### config.mk
export PLATFORM = sky130hd
export DESIGN_NAME = csm_ctrl
export DESIGN_NICKNAME = d
export VERILOG_FILES = /design/src/rtl/cron_schedule_matcher_core_defines.svh /design/src/rtl/csm_pkg.sv /design/src/rtl/csm_ctrl.sv
export SDC_FILE = /design/constraint.sdc
export NUM_CORES = 1
export LEC_CHECK = 0
export BUFFER_PORTS_ARGS = -buffer_cell sky130_fd_sc_hd__buf_2
export CAP_MARGIN = 20
export CORE_AREA = 2 2 39 41
export DETAILED_ROUTE_END_ITERATION = 12
export DIE_AREA = 0 0 41 43
export MAX_ROUTING_LAYER = met4
export SYNTH_ARGS = -nofsm -noshare
export SYNTH_HDL_FRONTEND = slang
export SYNTH_SLANG_ARGS = --single-unit
### constraint.sdc
create_clock -name aclk -period 1.69 [get_ports aclk]
set_clock_uncertainty 0.15 [all_clocks]
set_input_delay 0.2535 -clock aclk [delete_from_list [all_inputs] [get_ports aclk]]
set_output_delay 0.2535 -clock aclk [all_outputs]
set_load 0.005 [all_outputs]
### src/rtl/cron_schedule_matcher_core_defines.svh
// Assertion helpers for the schedule matcher core.
`ifndef CRON_SCHEDULE_MATCHER_CORE_DEFINES_SVH
`define CRON_SCHEDULE_MATCHER_CORE_DEFINES_SVH

// Same-cycle implication, checked on aclk outside reset.
`define CSM_ASSERT_IMP(lbl, ante, cons, msg) \
    lbl: assert property (@(posedge aclk) disable iff (!aresetn) (ante) |-> (cons)) \
        else $error(msg);

// Next-cycle implication, checked on aclk outside reset.
`define CSM_ASSERT_NXT(lbl, ante, cons, msg) \
    lbl: assert property (@(posedge aclk) disable iff (!aresetn) (ante) |=> (cons)) \
        else $error(msg);

`endif

### src/rtl/csm_pkg.sv
package csm_pkg;

    localparam int NUM_ENTRIES = 32;
    localparam int LIST_SLOTS  = 8;
    localparam int NUM_FIELDS  = 5;
    localparam int NUM_CELLS   = NUM_ENTRIES * NUM_FIELDS;
    localparam int CELL_W      = $clog2(NUM_CELLS);
    localparam int SLOT_W      = (LIST_SLOTS > 1) ? $clog2(LIST_SLOTS) : 1;
    localparam int ENT_IDX_W   = (NUM_ENTRIES > 1) ? $clog2(NUM_ENTRIES) : 1;
    localparam int HITS_W      = $clog2(NUM_ENTRIES + 1);

    // command codes; 5..7 are unused
    localparam logic [2:0] CMD_CLEAR  = 3'd0;
    localparam logic [2:0] CMD_SPEC   = 3'd1;
    localparam logic [2:0] CMD_APPEND = 3'd2;
    localparam logic [2:0] CMD_ENABLE = 3'd3;
    localparam logic [2:0] CMD_TICK   = 3'd4;

    // field indexes
    localparam logic [2:0] FLD_MINUTE = 3'd0;
    localparam logic [2:0] FLD_HOUR   = 3'd1;
    localparam logic [2:0] FLD_DAY    = 3'd2;
    localparam logic [2:0] FLD_MONTH  = 3'd3;
    localparam logic [2:0] FLD_WDAY   = 3'd4;

    typedef enum logic [1:0] {
        KIND_ANY   = 2'd0,
        KIND_EXACT = 2'd1,
        KIND_RANGE = 2'd2,
        KIND_LIST  = 2'd3
    } csm_kind_t;

    typedef enum logic [2:0] {
        ST_IDLE,
        ST_APPEND,
        ST_SCAN,
        ST_SCAN_END,
        ST_EMIT
    } csm_state_t;

    typedef struct packed {
        logic [2:0] command;
        logic [4:0] entry_index;
        logic [2:0] field_index;
        logic [1:0] spec_kind;
        logic [6:0] first_value;
        logic [6:0] second_value;
        logic [5:0] minute;
        logic [4:0] hour;
        logic [4:0] day_of_month;
        logic [3:0] month;
        logic [2:0] weekday;
    } csm_in_t;

    typedef struct packed {
        logic [4:0] matched_entry;
        logic       hit;
        logic       last;
    } csm_out_t;

    typedef struct packed {
        csm_kind_t  kind;
        logic [6:0] low;
        logic [6:0] high;
        logic [3:0] count;
    } csm_cell_t;

    typedef logic [LIST_SLOTS-1:0][6:0] csm_list_row_t;

    // controller to datapath
    typedef struct packed {
        logic in_take;
        logic app_commit;
        logic scan_adv;
        logic emit_adv;
        logic push_hit;
        logic push_nohit;
    } csm_ctl_t;

    // datapath to controller
    typedef struct packed {
        logic take_append;
        logic take_tick;
        logic scan_last;
        logic no_hits;
        logic emit_done;
        logic cur_hit;
        logic out_free;
    } csm_sts_t;

endpackage

### src/rtl/csm_ctrl.sv
module csm_ctrl (
    input  logic               aclk,
    input  logic               aresetn,
    input  logic               s_valid,
    output logic               s_ready,
    input  csm_pkg::csm_sts_t  sts,
    output csm_pkg::csm_ctl_t  ctl
);
    import csm_pkg::*;

    csm_state_t state_reg;
    csm_state_t state_next;

    always_ff @(posedge aclk) begin
        if (!aresetn) begin
            state_reg <= ST_IDLE;
        end else begin
            state_reg <= state_next;
        end
    end

    // next state
    always_comb begin
        state_next = state_reg;
        case (state_reg)
            ST_IDLE: begin
                if (s_valid && sts.take_append) begin
                    state_next = ST_APPEND;
                end else if (s_valid && sts.take_tick) begin
                    state_next = ST_SCAN;
                end
            end
            ST_APPEND:   state_next = ST_IDLE;
            ST_SCAN: begin
                if (sts.scan_last) begin
                    state_next = ST_SCAN_END;
                end
            end
            ST_SCAN_END: state_next = ST_EMIT;
            ST_EMIT: begin
                if (sts.no_hits) begin
                    if (sts.out_free) begin
                        state_next = ST_IDLE;
                    end
                end else if (sts.emit_done) begin
                    state_next = ST_IDLE;
                end
            end
            default:     state_next = ST_IDLE;
        endcase
    end

    // outputs
    always_comb begin
        s_ready = 1'b0;
        ctl     = '0;
        case (state_reg)
            ST_IDLE: begin
                s_ready     = 1'b1;
                ctl.in_take = s_valid;
            end
            ST_APPEND: begin
                ctl.app_commit = 1'b1;
            end
            ST_SCAN: begin
                ctl.scan_adv = 1'b1;
            end
            ST_SCAN_END: begin
            end
            ST_EMIT: begin
                if (sts.no_hits) begin
                    ctl.push_nohit = sts.out_free;
                end else if (!sts.emit_done) begin
                    if (sts.cur_hit) begin
                        ctl.push_hit = sts.out_free;
                        ctl.emit_adv = sts.out_free;
                    end else begin
                        ctl.emit_adv = 1'b1;
                    end
                end
            end
            default: begin
            end
        endcase
    end

endmodule

==> key figures <==
CTS
  • CTS max path bufs: 2
  • CTS tree: built
  • Inserted Clock Buffers: 3
  • CTS root buf: clkbuf_4
  • Clock transition at path regs: 0.04 ns
  • Hold Buf Count CTS: 0
  • Clk sinks: 3
  • Clk Latency, worst-skew pair: 0.23 ns
  • H-tree Lvls: 1

Finish
  • Area added between synthesis and finish: 81.7%
  • Max FFs per register: 3
  • # diodes: 0
  • Core Util, Final: 0.288
  • Share of cells above drive strength 1: 0.646
  • Cell area after layout: 398 µm²
  • Final nets: 59
  • Fillers: 154

Timing
  • Slew margin rel.: 0.734
  • Pins Over Slew Limit: 0
  • Post-route minimum period: 1.72 ns
  • RSZ-0062 raised after global routing: true
  • Final worst-path setup slack: -0.0269 ns
  • Slew @ Worst Pin: 0.389 ns
  • Hold Fails Final Rpt: 0
  • Fin crit share: 1.02
  • Final setup fails: 1
  • Setup TNS: -0.0269 ns
  • Max Clock Freq: 582 MHz

Pwr
  • Power share of the combinational group: 0.196
  • Switching Power: 0.0634 mW
  • Clock network fraction of total power: 0.502
  • Sw Share: 0.252
  • Register share of total power: 0.302
  • Max VDD drop: 0.221 mV
  • P_int: 0.189 mW
  • Leak: 0.195 nW
  • P per Cell Area: 633 nW/µm²

Placed design
  • Hpwl dp: 484 µm
  • Port Buffers: 16
  • RePlAce Congestion: 0.627
  • Placed instance area: 334 µm²

Hold path
  • Worst hold path type: in2reg

GRT
  • Global-route wire length before repair: 1040 µm
  • Total global routing overflow: 0
  • Largest net degree at the start of global routing: 8
  • Vias in the first global route: 285
  • Gr usage total: 0.0933
  • Initial antenna violation count: 0

Logic synthesis
  • Distinct cells, synth: 17
  • Post-Syn Nets: 34
  • Ys Warns: 0
  • FFs w/ async S/R, synth: 0
  • Top FF cell, synth: dfxtp_1
  • Post-synth EDFFs: 0
  • Syn_area_per_cell: 9.12 µm²
  • #FFs+latches synth: 3
  • Synthesized area: 219 µm²
  • Seq/Total Area, Yosys: 0.274
  • Syn Inst Count: 24

Routing
  • Iter 0 DRT Violations: 3
  • Residual DRC count: 0
  • Routed vias/inst: 4.59
  • Total number of vias: 294
  • Routed len/inst: 10.5 µm
  • Pre-Repair DR Iteration Count: 4
  • WL final: 674 µm
  • Detail Route Antenna Nets: 0

Floorplan
  • Die Y: 43 µm
  • Starting density of the core: 0.158
  • Core area: 1380 µm²
  • Number of core rows: 14
  • Die X: 41 µm
  • I/O pins: 17
  • Area of the die: 1760 µm²

Run status
  • Failing checks: setup timing
  • Status: finished with violations

Worst setup path
  • Setup crit start kind: flop
  • Worst EP required: 1.29 ns
  • Worst setup EP type: output pin
  • CP Max Fanout: 4
  • Setup CP Type: reg2out
  • CP Data Arrival Time: 1.31 ns

Run
  • Max Cap Violations: 0
[logic make-up after synthesis]
logic type | Yosys count | synth area share
buf+inv | 2 | 0.0343
simple gates | 15 | 0.463
flops | 3 | 0.274
compound gates | 4 | 0.229
[stage by stage]
| stage | power [mW] | hold WS, ns | cells | setup WS (ns) |
|---|---|---|---|---|
| after CTS | 0.258 | 0.128 | 64 | -0.0395 |
| after global placement | 0.120 | 0.365 | 58 | 0.157 |
| after global routing | 0.268 | 0.131 | 64 | -0.0691 |
| after detailed placement | 0.121 | 0.373 | 58 | 0.149 |
| after floorplan | 0.0951 | 0.237 | 24 | 0.220 |
| final | 0.252 | 0.134 | 64 | -0.0269 |
[final timing paths]
kind                start            to  slack (ns)  cells past startpoint
max          state_reg[1]        ctl[2]       -0.03                      3
max reg2reg  state_reg[1]  state_reg[2]        0.26                      3
min               aresetn  state_reg[1]        0.13                      2
min reg2reg  state_reg[0]  state_reg[0]        0.39                      2
[synth_stat cells, drive strengths merged (2+ instances only)]
cell type / n / area (µm²)
a2111oi: 2 / 23.8
and2: 3 / 18.8
dfxtp: 3 / 60.1
inv: 2 / 7.51
nand2: 2 / 7.51
nor2b: 2 / 12.5
[cell type report]
type | instances | area [µm²] | area share
clock buffers | 4 | 26.3 | 0.0660
multi-input cells | 19 | 170 | 0.428
well taps | 16 | 20.0 | 0.0503
inverters | 2 | 7.51 | 0.0189
flip-flops and latches | 3 | 63.8 | 0.160
repair buffers | 20 | 110 | 0.277
[worst max-delay path, cell delays in order, from the launching register on]
cell	delay, ns
dfxtp_2	0.31
or3b_4	0.42
a2111oi_4	0.19
buf_2	0.16
[placed cells by master (no fill, tap or decap), drive strengths merged, types with 2 or more instances in the layout]
cell type / Yosys / final
dfxtp: 3 / 3
buf: 0 / 20
and2: 3 / 3
nor2b: 2 / 2
nand2: 2 / 2
clkbuf: 0 / 4
a2111oi: 2 / 2
inv: 2 / 2
[metal layers]
metal  vias up  track usage  part of all wire
li1        139            -                 -
met1       134       0.0828              0.36
met2        21        0.156              0.51
met3         0       0.0314              0.13
met4         0       0.0600                 0
met5         -            -                 0
[power by group through the flow]
stage	Clock [mW]	Combinational [mW]	Sequential, mW
floorplan	0	0.0168	0.0783
global placement	0	0.0422	0.0773
detailed placement	0	0.0432	0.0776
CTS	0.133	0.0494	0.0757
global route	0.136	0.0552	0.0761
finish	0.126	0.0495	0.0760
[what timing repair did]
item,in CTS,in global routing
buffers inserted,2,0
pin swaps,2,0
setup endpoints to repair,2,2
gates resized for setup,3,2
No activity file was read; power rests on OpenSTA's default activity.
